## src/sv/scs_pkg.sv

```systemverilog
package scs_pkg;

    // Default number of frames held on the shadow stack
    localparam int SCS_DEPTH = 64;

    // Field widths
    localparam int ADDR_W = 32;

    // Input beat: tdata holds block_address, call_site, call_target,
    // return_address and stack_pointer; tuser holds func
    localparam int S_TDATA_W = 5 * ADDR_W;
    localparam int S_TUSER_W = 1;

    // Result beat: tdata holds from, to, frame return address and frame
    // stack pointer; tuser holds event_kind and overflow
    localparam int M_TDATA_W = 4 * ADDR_W;
    localparam int KIND_W    = 2;
    localparam int M_TUSER_W = KIND_W + 1;

    // Input event codes
    localparam logic FUNC_CALL  = 1'b0;
    localparam logic FUNC_BLOCK = 1'b1;

    // Result event codes
    localparam logic [KIND_W-1:0] KIND_CALL   = 2'd0;
    localparam logic [KIND_W-1:0] KIND_RET    = 2'd1;
    localparam logic [KIND_W-1:0] KIND_MISSED = 2'd2;

    // One stored frame: saved stack pointer above return address
    typedef struct packed {
        logic [ADDR_W-1:0] sp;
        logic [ADDR_W-1:0] ra;
    } frame_t;

    localparam int FRAME_W = $bits(frame_t);

endpackage

```

## src/sv/scs_ram.sv

```systemverilog
module scs_ram #(
    parameter int WIDTH = 64,
    parameter int DEPTH = 64
) (
    input  logic                     aclk,
    input  logic                     wr_en,
    input  logic [$clog2(DEPTH)-1:0] wr_addr,
    input  logic [WIDTH-1:0]         wr_data,
    input  logic                     rd_en,
    input  logic [$clog2(DEPTH)-1:0] rd_addr,
    output logic [WIDTH-1:0]         rd_data
);

    logic [WIDTH-1:0] mem [DEPTH];
    logic [WIDTH-1:0] rd_data_reg;

    // Write port
    always_ff @(posedge aclk) begin
        if (wr_en) begin
            mem[wr_addr] <= wr_data;
        end
    end

    // Registered read port; data holds until the next read
    always_ff @(posedge aclk) begin
        if (rd_en) begin
            rd_data_reg <= mem[rd_addr];
        end
    end

    assign rd_data = rd_data_reg;

endmodule

```

## src/sv/shadow_call_stack_tracker.sv

```systemverilog
// A call beat's result is registered in the cycle after acceptance. A block beat
// reads the top frame, then, once the output is free, pops it as a return,
// unwinds through the frames below when two or more are held, or gives no
// result, as an empty stack does. Beats are taken only in ST_IDLE with the output
// free; an unwind reads one frame per cycle unless the output stalls. Reset:
// synchronous, active low; the stack is emptied at once, RAM contents not cleared.
module shadow_call_stack_tracker #(
    parameter int DEPTH = scs_pkg::SCS_DEPTH
) (
    input  logic                           aclk,
    input  logic                           aresetn,
    // input beats
    input  logic                           s_tvalid,
    output logic                           s_tready,
    // block_address, call_site, call_target, return_address, stack_pointer
    input  logic [scs_pkg::S_TDATA_W-1:0]  s_tdata,
    // func
    input  logic [scs_pkg::S_TUSER_W-1:0]  s_tuser,
    // result beats
    output logic                           m_tvalid,
    input  logic                           m_tready,
    // from_address, to_address, frame_return_address, frame_stack_pointer
    output logic [scs_pkg::M_TDATA_W-1:0]  m_tdata,
    // event_kind[1:0], overflow
    output logic [scs_pkg::M_TUSER_W-1:0]  m_tuser,
    output logic                           m_tlast
);

    import scs_pkg::*;

    localparam int AW = (DEPTH > 1) ? $clog2(DEPTH) : 1;
    localparam int CW = $clog2(DEPTH + 1);
    localparam logic [CW-1:0] CNT_ONE  = CW'(1);
    localparam logic [CW-1:0] CNT_TWO  = CW'(2);
    localparam logic [CW-1:0] CNT_FULL = CW'(DEPTH);

    typedef enum logic [3:0] {
        ST_IDLE   = 4'b0001,
        ST_RD_TOP = 4'b0010,
        ST_UNWIND = 4'b0100,
        ST_FINAL  = 4'b1000
    } state_t;

    state_t            state_reg, state_next;
    logic [CW-1:0]     count_reg, count_next;
    frame_t            held_reg, held_next;
    logic [ADDR_W-1:0] blk_reg, blk_next;
    logic [ADDR_W-1:0] sp_reg, sp_next;

    logic              m_valid_reg, m_valid_next;
    logic [KIND_W-1:0] kind_reg, kind_next;
    logic [ADDR_W-1:0] from_reg, from_next;
    logic [ADDR_W-1:0] to_reg, to_next;
    logic [ADDR_W-1:0] fra_reg, fra_next;
    logic [ADDR_W-1:0] fsp_reg, fsp_next;
    logic              ovf_reg, ovf_next;
    logic              last_reg, last_next;

    logic              out_free;
    logic              s_accept;
    logic              in_func;
    logic [ADDR_W-1:0] in_blk, in_site, in_target, in_ret, in_sp;

    logic              wr_en, rd_en;
    logic [AW-1:0]     wr_addr, rd_addr;
    frame_t            wr_frame, rd_frame;
    logic [FRAME_W-1:0] rd_data;
    logic [CW-1:0]     cnt_m1, cnt_m2, cnt_m3;
    logic              next_qual;

    // Unpack the input beat
    assign in_func   = s_tuser[0];
    assign in_blk    = s_tdata[0*ADDR_W +: ADDR_W];
    assign in_site   = s_tdata[1*ADDR_W +: ADDR_W];
    assign in_target = s_tdata[2*ADDR_W +: ADDR_W];
    assign in_ret    = s_tdata[3*ADDR_W +: ADDR_W];
    assign in_sp     = s_tdata[4*ADDR_W +: ADDR_W];

    assign out_free = !m_valid_reg || m_tready;
    assign s_tready = (state_reg == ST_IDLE) && out_free;
    assign s_accept = s_tvalid && s_tready;

    assign cnt_m1 = count_reg - CNT_ONE;
    assign cnt_m2 = count_reg - CNT_TWO;
    assign cnt_m3 = cnt_m2 - CNT_ONE;

    assign rd_frame  = frame_t'(rd_data);
    assign next_qual = sp_reg > rd_frame.sp;

    // Frame memory; the sequencer never reads while a write is in flight,
    // so no forwarding is needed
    scs_ram #(
        .WIDTH (FRAME_W),
        .DEPTH (DEPTH)
    ) u_frame_ram (
        .aclk    (aclk),
        .wr_en   (wr_en),
        .wr_addr (wr_addr),
        .wr_data (wr_frame),
        .rd_en   (rd_en),
        .rd_addr (rd_addr),
        .rd_data (rd_data)
    );

    // Sequencer: push on calls (or flag overflow when full), match or unwind on block beats
    always_comb begin
        state_next   = state_reg;
        count_next   = count_reg;
        held_next    = held_reg;
        blk_next     = blk_reg;
        sp_next      = sp_reg;
        wr_en        = 1'b0;
        wr_addr      = count_reg[AW-1:0];
        wr_frame     = '{sp: in_sp, ra: in_ret};
        rd_en        = 1'b0;
        rd_addr      = cnt_m1[AW-1:0];
        m_valid_next = m_valid_reg && !m_tready;
        kind_next    = kind_reg;
        from_next    = from_reg;
        to_next      = to_reg;
        fra_next     = fra_reg;
        fsp_next     = fsp_reg;
        ovf_next     = ovf_reg;
        last_next    = last_reg;

        case (state_reg)
            ST_IDLE: begin
                if (s_accept) begin
                    if (in_func == FUNC_CALL) begin
                        m_valid_next = 1'b1;
                        kind_next    = KIND_CALL;
                        from_next    = in_site;
                        to_next      = in_target;
                        fra_next     = in_ret;
                        fsp_next     = in_sp;
                        last_next    = 1'b1;
                        ovf_next     = (count_reg == CNT_FULL);
                        if (count_reg != CNT_FULL) begin
                            wr_en      = 1'b1;
                            count_next = count_reg + CNT_ONE;
                        end
                    end else begin
                        blk_next = in_blk;
                        sp_next  = in_sp;
                        if (count_reg != '0) begin
                            rd_en      = 1'b1;
                            rd_addr    = cnt_m1[AW-1:0];
                            state_next = ST_RD_TOP;
                        end
                    end
                end
            end
            ST_RD_TOP: begin
                if (out_free) begin
                    if (blk_reg == rd_frame.ra ||
                        (next_qual && count_reg == CNT_ONE)) begin
                        // pop exactly one frame as a return
                        m_valid_next = 1'b1;
                        kind_next    = KIND_RET;
                        from_next    = '0;
                        to_next      = rd_frame.ra;
                        fra_next     = '0;
                        fsp_next     = rd_frame.sp;
                        ovf_next     = 1'b0;
                        last_next    = 1'b1;
                        count_next   = cnt_m1;
                        state_next   = ST_IDLE;
                    end else if (next_qual) begin
                        // hold the top frame, look at the one below
                        held_next  = rd_frame;
                        rd_en      = 1'b1;
                        rd_addr    = cnt_m2[AW-1:0];
                        state_next = ST_UNWIND;
                    end else begin
                        state_next = ST_IDLE;
                    end
                end
            end
            ST_UNWIND: begin
                if (out_free) begin
                    // emit the held frame; its kind depends on the frame below
                    m_valid_next = 1'b1;
                    kind_next    = next_qual ? KIND_MISSED : KIND_RET;
                    from_next    = '0;
                    to_next      = held_reg.ra;
                    fra_next     = '0;
                    fsp_next     = held_reg.sp;
                    ovf_next     = 1'b0;
                    last_next    = !next_qual;
                    count_next   = cnt_m1;
                    if (!next_qual) begin
                        state_next = ST_IDLE;
                    end else begin
                        held_next = rd_frame;
                        if (count_reg == CNT_TWO) begin
                            state_next = ST_FINAL;
                        end else begin
                            rd_en   = 1'b1;
                            rd_addr = cnt_m3[AW-1:0];
                        end
                    end
                end
            end
            ST_FINAL: begin
                if (out_free) begin
                    // bottom frame popped: it closes the run as a return
                    m_valid_next = 1'b1;
                    kind_next    = KIND_RET;
                    from_next    = '0;
                    to_next      = held_reg.ra;
                    fra_next     = '0;
                    fsp_next     = held_reg.sp;
                    ovf_next     = 1'b0;
                    last_next    = 1'b1;
                    count_next   = cnt_m1;
                    state_next   = ST_IDLE;
                end
            end
            default: begin
                state_next = ST_IDLE;
            end
        endcase
    end

    // Control registers
    always_ff @(posedge aclk) begin
        if (!aresetn) begin
            state_reg   <= ST_IDLE;
            count_reg   <= '0;
            m_valid_reg <= 1'b0;
        end else begin
            state_reg   <= state_next;
            count_reg   <= count_next;
            m_valid_reg <= m_valid_next;
        end
    end

    // Payload registers
    always_ff @(posedge aclk) begin
        held_reg <= held_next;
        blk_reg  <= blk_next;
        sp_reg   <= sp_next;
        kind_reg <= kind_next;
        from_reg <= from_next;
        to_reg   <= to_next;
        fra_reg  <= fra_next;
        fsp_reg  <= fsp_next;
        ovf_reg  <= ovf_next;
        last_reg <= last_next;
    end

    // Drive the result beat
    assign m_tvalid = m_valid_reg;
    assign m_tdata  = {fsp_reg, fra_reg, to_reg, from_reg};
    assign m_tuser  = {ovf_reg, kind_reg};
    assign m_tlast  = last_reg;

`ifndef SYNTHESIS
    a_unwind_depth: assert property (@(posedge aclk) disable iff (!aresetn)
        state_reg == ST_UNWIND |-> count_reg >= CNT_TWO)
        else $error("unwinding with fewer than two frames");

    a_final_depth: assert property (@(posedge aclk) disable iff (!aresetn)
        state_reg == ST_FINAL |-> count_reg == CNT_ONE)
        else $error("final pop without exactly one frame");

    a_ovf_call: assert property (@(posedge aclk) disable iff (!aresetn)
        m_valid_reg && ovf_reg |-> kind_reg == KIND_CALL && count_reg == CNT_FULL)
        else $error("overflow on a non-call or with room left");

    a_push: assert property (@(posedge aclk) disable iff (!aresetn)
        s_accept && in_func == FUNC_CALL && count_reg != CNT_FULL
        |=> count_reg == $past(count_reg) + CNT_ONE)
        else $error("call did not push a frame");
`endif

endmodule
```

## config.mk

```make
export PLATFORM = sky130hd
export DESIGN_NAME = shadow_call_stack_tracker
export DESIGN_NICKNAME = d
export VERILOG_FILES = /design/src/sv/scs_pkg.sv /design/src/sv/scs_ram.sv /design/src/sv/shadow_call_stack_tracker.sv
export SDC_FILE = /design/constraint.sdc
export NUM_CORES = 2
export LEC_CHECK = 0
export BUFFER_PORTS_ARGS = -buffer_cell sky130_fd_sc_hd__buf_4
export CAP_MARGIN = 20
export CORE_MARGIN = 2
export CORE_UTILIZATION = 40
export CTS_CLUSTER_DIAMETER = 120
export DETAILED_ROUTE_END_ITERATION = 8
export GPL_TIMING_DRIVEN = 0
export PLACE_DENSITY_LB_ADDON = 0.25
export SLEW_MARGIN = 10
export SYNTH_ARGS = -nofsm -noshare
export SYNTH_HDL_FRONTEND = slang
export SYNTH_SLANG_ARGS = --single-unit
```

## constraint.sdc

```tcl
create_clock -name aclk -period 11.68 [get_ports aclk]
set_clock_uncertainty 0.15 [all_clocks]
set_input_delay 1.168 -clock aclk [delete_from_list [all_inputs] [get_ports aclk]]
set_output_delay 1.168 -clock aclk [all_outputs]
set_load 0.01 [all_outputs]
```

Word-level counts from Yosys, hierarchy flattened
Memories as Yosys holds them, arrays and structs flattened. A register that Yosys moved wholly into a read port is not among the register bits.
Index checks and enable logic that the tools add are counted.
Widths: inputs -> output; s select.
- flip-flop bits (word level): 272
- RAM bits: 4096
- input port bits: 165
- memories kept: 1
- $add $sub $neg: 4
- order comparisons: 1
- equal/unequal tests: 21
- muxes and demuxes: 94
- reduce and logical (&&, ||, !) cells: 20
- memories (memory ; words ; bits a word ; read ports ; clocked after Yosys merged registers in ; write ports ; RTL line ; text):
    u_frame_ram.mem ; 64 ; 64 ; 1 ; 1 ; 1 ; scs_ram.sv:14 ; logic [WIDTH-1:0] mem [DEPTH];
- operator list (cell ; count):
    $mux 32 ; 17
    $pmux 32 s3 ; 4
    $mux 64 ; 4
    $pmux 64 s2 ; 1
    $mux 7 ; 6
    $mux 6 ; 6
    $eq 32x32->1 ; 1
    $gt 32x32->1 ; 1
    $mux 4 ; 8
    $mux 1 ; 31
    $pmux 7 s3 ; 1
    $reduce_and 7->1 ; 3
    $ne 2x2->1 const B ; 8
    $pmux 4 s4 ; 1
    $mux 2 ; 7
    $pmux 6 s2 ; 1
    $pmux 1 s3 ; 3
    $pmux 2 s4 ; 1
    $add 7x1->7 const B ; 1
    $eq 7x1->1 const B ; 1
    $eq 7x2->1 const B ; 1
    $eq 7x7->1 const B ; 1
    $ne 7x7->1 const B ; 1
    $reduce_bool 7->1 ; 1
    other kinds (21) ; 30

Logic depth before layout (Yosys ltp)
- depth after elaboration: 8
- gate-level depth with buffers: 18
- mapped depth without buffers: 14

Hierarchy
Synthesis repeated with hierarchy kept, for this count alone.
- cells, all modules: 7677
- area total of the unflattened synthesis: 169456.3 µm²
- modules (own cells, without submodules) (module ; instances ; cells an instance ; area each (µm²)):
    scs_ram ; 1 ; 6812 ; 157528.6
    shadow_call_stack_tracker ; 1 ; 865 ; 11927.7

Worst setup path before layout
OpenSTA, ideal clock, no wires.
- path kind: flip-flop to flip-flop
- from: register u_frame_ram.rd_data_reg[47], in the netlist u_frame_ram.rd_data[47] (read register of u_frame_ram.mem)
- to: register fra_reg[0], enable pin
- setup time: 0.619 ns
- arrival: 7.392 ns
- path slack: 3.518 ns
- cell stages (with the launch flop): 10
- path buffers: 0
- period minus slack after synthesis: 8.162 ns
- cells stage by stage: edfxtp_1 > inv_1 > ha_1 > nand4_1 > a2111o_1 > a31oi_1 > o21bai_1 > o21ai_0 > nor2_1 > nor2_1
- cells in the longest elaborated chain, start to end: 5
- ends and longest elaborated chain (element ; RTL line ; text):
    start: declaration ; scs_ram.sv:15 ; logic [WIDTH-1:0] rd_data_reg;
    $gt 32x32->1 ; shadow_call_stack_tracker.sv:88 ; assign next_qual = sp_reg > rd_frame.sp;
    $logic_and 1x1->1 ; shadow_call_stack_tracker.sv:156 ; (next_qual && count_reg == CNT_ONE)) begin
    $logic_or 1x1->1 ; shadow_call_stack_tracker.sv:155 ; if (blk_reg == rd_frame.ra ||
    $ne 2x2->1 (no line) ; n/a ;
    $reduce_and 6->1 (no line) ; n/a ;
    end signal: assignment ; shadow_call_stack_tracker.sv:246 ; fra_reg <= fra_next;
    end: declaration ; shadow_call_stack_tracker.sv:54 ; logic [ADDR_W-1:0] fra_reg, fra_next;
Every way passes these cells.
A chain may end at the register's enable or synchronous reset.

Final worst setup path
- from: register u_frame_ram.rd_data_reg[39], in the netlist u_frame_ram.rd_data[39] (read register of u_frame_ram.mem)
- to: register u_frame_ram.rd_data_reg[42], in the netlist u_frame_ram.rd_data[42] (read register of u_frame_ram.mem) (data pin)
- cells in the longest elaborated chain, start to end: 6
- elaborated cells on any way between the ends: 15
- ends and longest elaborated chain (element ; RTL line ; text):
    $gt 32x32->1 (*) ; shadow_call_stack_tracker.sv:88 ;
    $logic_and 1x1->1 ; shadow_call_stack_tracker.sv:156 ;
    $logic_or 1x1->1 ; shadow_call_stack_tracker.sv:155 ;
    $mux 1 / $mux 6 (equally long branches) ; shadow_call_stack_tracker.sv:155 ;
    $mux 1 / $mux 6 (equally long branches) ; shadow_call_stack_tracker.sv:154 ; if (out_free) begin
    $pmux 1 s3 / $pmux 6 s2 (equally long branches) ; shadow_call_stack_tracker.sv:126 ; case (state_reg)
Every way passes the cells marked *; elsewhere a longest branch is shown, timed or not.

==> reports/qor.txt <==
WS Path Type -> reg2reg
VDD IR-drop max -> 0.0001715 V
Vias per cell -> 6.129
Largest area contributor in the netlist -> edfxtp_1
Top post-synthesis cells by area -> edfxtp_1 (77%), mux4_2 (4.5%), nand2_1 (3.6%)
Clock Path Buffers -> 4
Cells after Synth -> 10,480
Post_cts resized -> 0
Clock network power share -> 25.9%
Syn avg cell area -> 16.51 um^2
Hold slack -> 0.1649 ns
Initial Util -> 40.16%
Crit Path Max Fanout -> 10
Final core utilization -> 46.77%
Final WL -> 620,100 um
Max cap viols -> 0
Worst hold path type -> in2reg
Sw Share -> 41.48%
Pwr Density -> 265.1 mW/mm^2
Switching pwr -> 0.02216 W
Sum of buffers and inverters on the critical path -> 4
Fmax -> 117.6 MHz
Number of synthesized flops with an enable pin -> 4,420
# DRC -> 0
Layout cells sized above 1 -> 16.30%
Top Ports -> 299
CTS Buf Count -> 443
RSZ-0062 raised after global routing -> no
First drt pass iteration count -> 7
Delay-heaviest family, CP -> compound AO/OA/AOI/OAI gates
Vias -> 107,900
GRT Util Overall -> 27.65%
Yosys top cell area share -> 76.70%
Worst Path Required -> 12.31 ns
Clk sinks -> 4,432
DP HPWL -> 432,800 um
Worst setup SP type -> flip-flop
Status -> completed
Hold-fix buffers, CTS -> 0
Largest register FFs -> 4,096
Max Slew Vio Count -> 0
FFs w/ async S/R, synth -> 0%
Slew HR -> 13.72%
Post-DR wirelength/cell -> 35.23 um
# Post-CTS Setup Buffers -> 0
Pwr Total -> 0.05343 W
Nets -> 11,680
GP Congestion -> 0.9411
First-pass GRT wire length -> 834,200 um
Register clock-pin slew on the reported worst setup and hold paths -> 0.06 ns
Setup Viol. Count Final -> 0
Sequential share of power -> 34.0%
WHS Endpoint -> blk_reg[18]
Cell variety after synth -> 84
Cell area after synthesis -> 0.1730 mm^2
Top FF cell, synth -> edfxtp_1
Final period util -> 72.82%
Antenna violations before repair -> 79
Critical Path End Type -> flip-flop
Worst R2R Path Depth -> 16
Final Hold Viols -> 0
Total leakage power -> 65.75 nW
CP Cell Sequence -> inv_1 > ha_1 > a41oi_1 > o21ai_0 > a221oi_1 > a31oi_1 > a22o_1 > nand3_1 > nand4_1 > buf_2 > buf_2 > nand3_1 > clkbuf_1 > o22ai_1 > nor3_1 > o32a_1
Final std cells w/o fill -> 17,600
Worst slew pin tran -> 1.294 ns
Post-synthesis sequential area ratio -> 76.84%
Worst Hold Depth -> 1
Syn Nets -> 10,690
CTS tree -> yes
H-tree depth -> 5
RR Startpoint -> u_frame_ram.rd_data[39]
Area Growth Syn to Fin -> 16.47%
1st-iter DRT viols -> 18,520
Post-route ant nets -> 0
Vias in the first global route -> 101,600
Core area -> 0.4309 mm^2
Dpl cell area -> 0.1875 mm^2
Worst-Skew Late Latency -> 1.04 ns
IO buf count -> 298
CP peak stage delay -> 0.86 ns
Max stage delay cell, worst path -> nand4_1
HP Start -> s_tdata[18]
Root buf cell -> clkbuf_16
Combinational Power Share -> 40.1%
Placed cells -> 16,720
Minimum clock period -> 8.505 ns
Cell area after layout -> 0.2015 mm^2
YS warnings -> 0
Seq cells post-synth -> 4,432
R2R Path End -> u_frame_ram.rd_data[42]
Critical path arrival -> 9.13 ns
R2R Setup Slk -> 3.17 ns
Internal power -> 0.03127 W
Die X -> 661.7 um
Die ar. -> 0.4379 mm^2
Largest net degree at the start of global routing -> 67
Die Y -> 661.7 um
Std cell rows -> 241
Grt total ovfl -> 0
-- synth_stat cells, drive strengths merged (39+ instances only) --
cell type / number
a2111oi: 90
a211oi: 473
a21oi: 351
a222oi: 64
a22oi: 106
a311oi: 96
a31oi: 393
and2: 69
and3: 455
buf: 366
clkbuf: 367
edfxtp: 4420
ha: 44
inv: 103
mux2i: 155
mux4: 349
nand2: 1680
nand3: 191
nor2: 109
nor3: 62
o21ai: 82
o22a: 39
o22ai: 107
xnor2: 44
-- power groups by stage --
stage	Sequential [W]	Combinational, W	Clock, W
floorplan	0.0185	0.00983	0
global placement	0.0186	0.0203	0
detailed placement	0.0185	0.0207	0
CTS	0.0182	0.0208	0.0139
global route	0.0182	0.0217	0.0145
finish	0.0182	0.0214	0.0138
-- layout make-up --
type                            count  area (um^2)
Fill cell                       36580       229400
Antenna cell                       55        137.6
Buffer                            733         3506
Clock inverter                    263         2173
Tap cell                         5710         7144
Sequential cell                  4432       133000
Timing Repair Buffer              539         6771
Clock buffer                      550        11640
Multi-Input combinational cell   5212        36800
Inverter                          105        394.1
-- per-stage QoR --
stage	setup WS (ns)	setup TNS, ns
floorplan	3.518	0
global placement	-1.776	-220.45
detailed placement	3.628	0
CTS	3.568	0
global route	3.458	0
finish	3.175	0
-- routing by layer --
metal	vias to the layer above	global-route usage, %	part of all wire [%]
li1	43790	-	-
met1	55450	36.83	37
met2	7409	41.84	44
met3	1191	6.155	12
met4	24	16.08	6.7
met5	-	0.01108	0.032
-- placed cells by master (no fill, tap or decap), types with 78 or more instances in the layout --
cell and n:
clkbuf_1 454, buf_12 161, mux4_2 349, buf_4 371, a311oi_1 96, clkinv_2 78
a2111oi_0 86, clkinv_1 116, mux2i_1 155, inv_1 102, a21oi_1 351, a211oi_1 473
a31oi_1 391, a22oi_1 105, buf_2 240, nand3_1 189, nand2_1 1676, and3_1 454
edfxtp_1 4420, o22ai_1 107, clkbuf_16 449
-- worst max path at each step --
stage                            start                      end  slack, ns  depth (start not counted)
2_1_floorplan  u_frame_ram.rd_data[47]               fra_reg[0]       3.52                          9
3_3_place_gp   u_frame_ram.rd_data[39]             from_reg[11]      -1.78                         10
3_5_place_dp   u_frame_ram.rd_data[39]  u_frame_ram.rd_data[35]       3.63                         16
4_1_cts        u_frame_ram.rd_data[39]  u_frame_ram.rd_data[35]       3.57                         16
5_1_grt                   count_reg[0]  u_frame_ram.rd_data[35]       3.46                         15
6_report       u_frame_ram.rd_data[39]  u_frame_ram.rd_data[42]       3.17                         16
-- logic make-up after synthesis --
| group | after synthesis | synth area share (%) |
|---|---|---|
| buf+inv | 838 | 2.244 |
| simple gates | 2638 | 6.847 |
| compound gates | 1979 | 8.072 |
| mux | 504 | 5.439 |
| flops | 4432 | 76.84 |
| fa+ha+maj | 44 | 0.3182 |
| xor+xnor | 47 | 0.2379 |
Power figures use the tool's default switching activity.
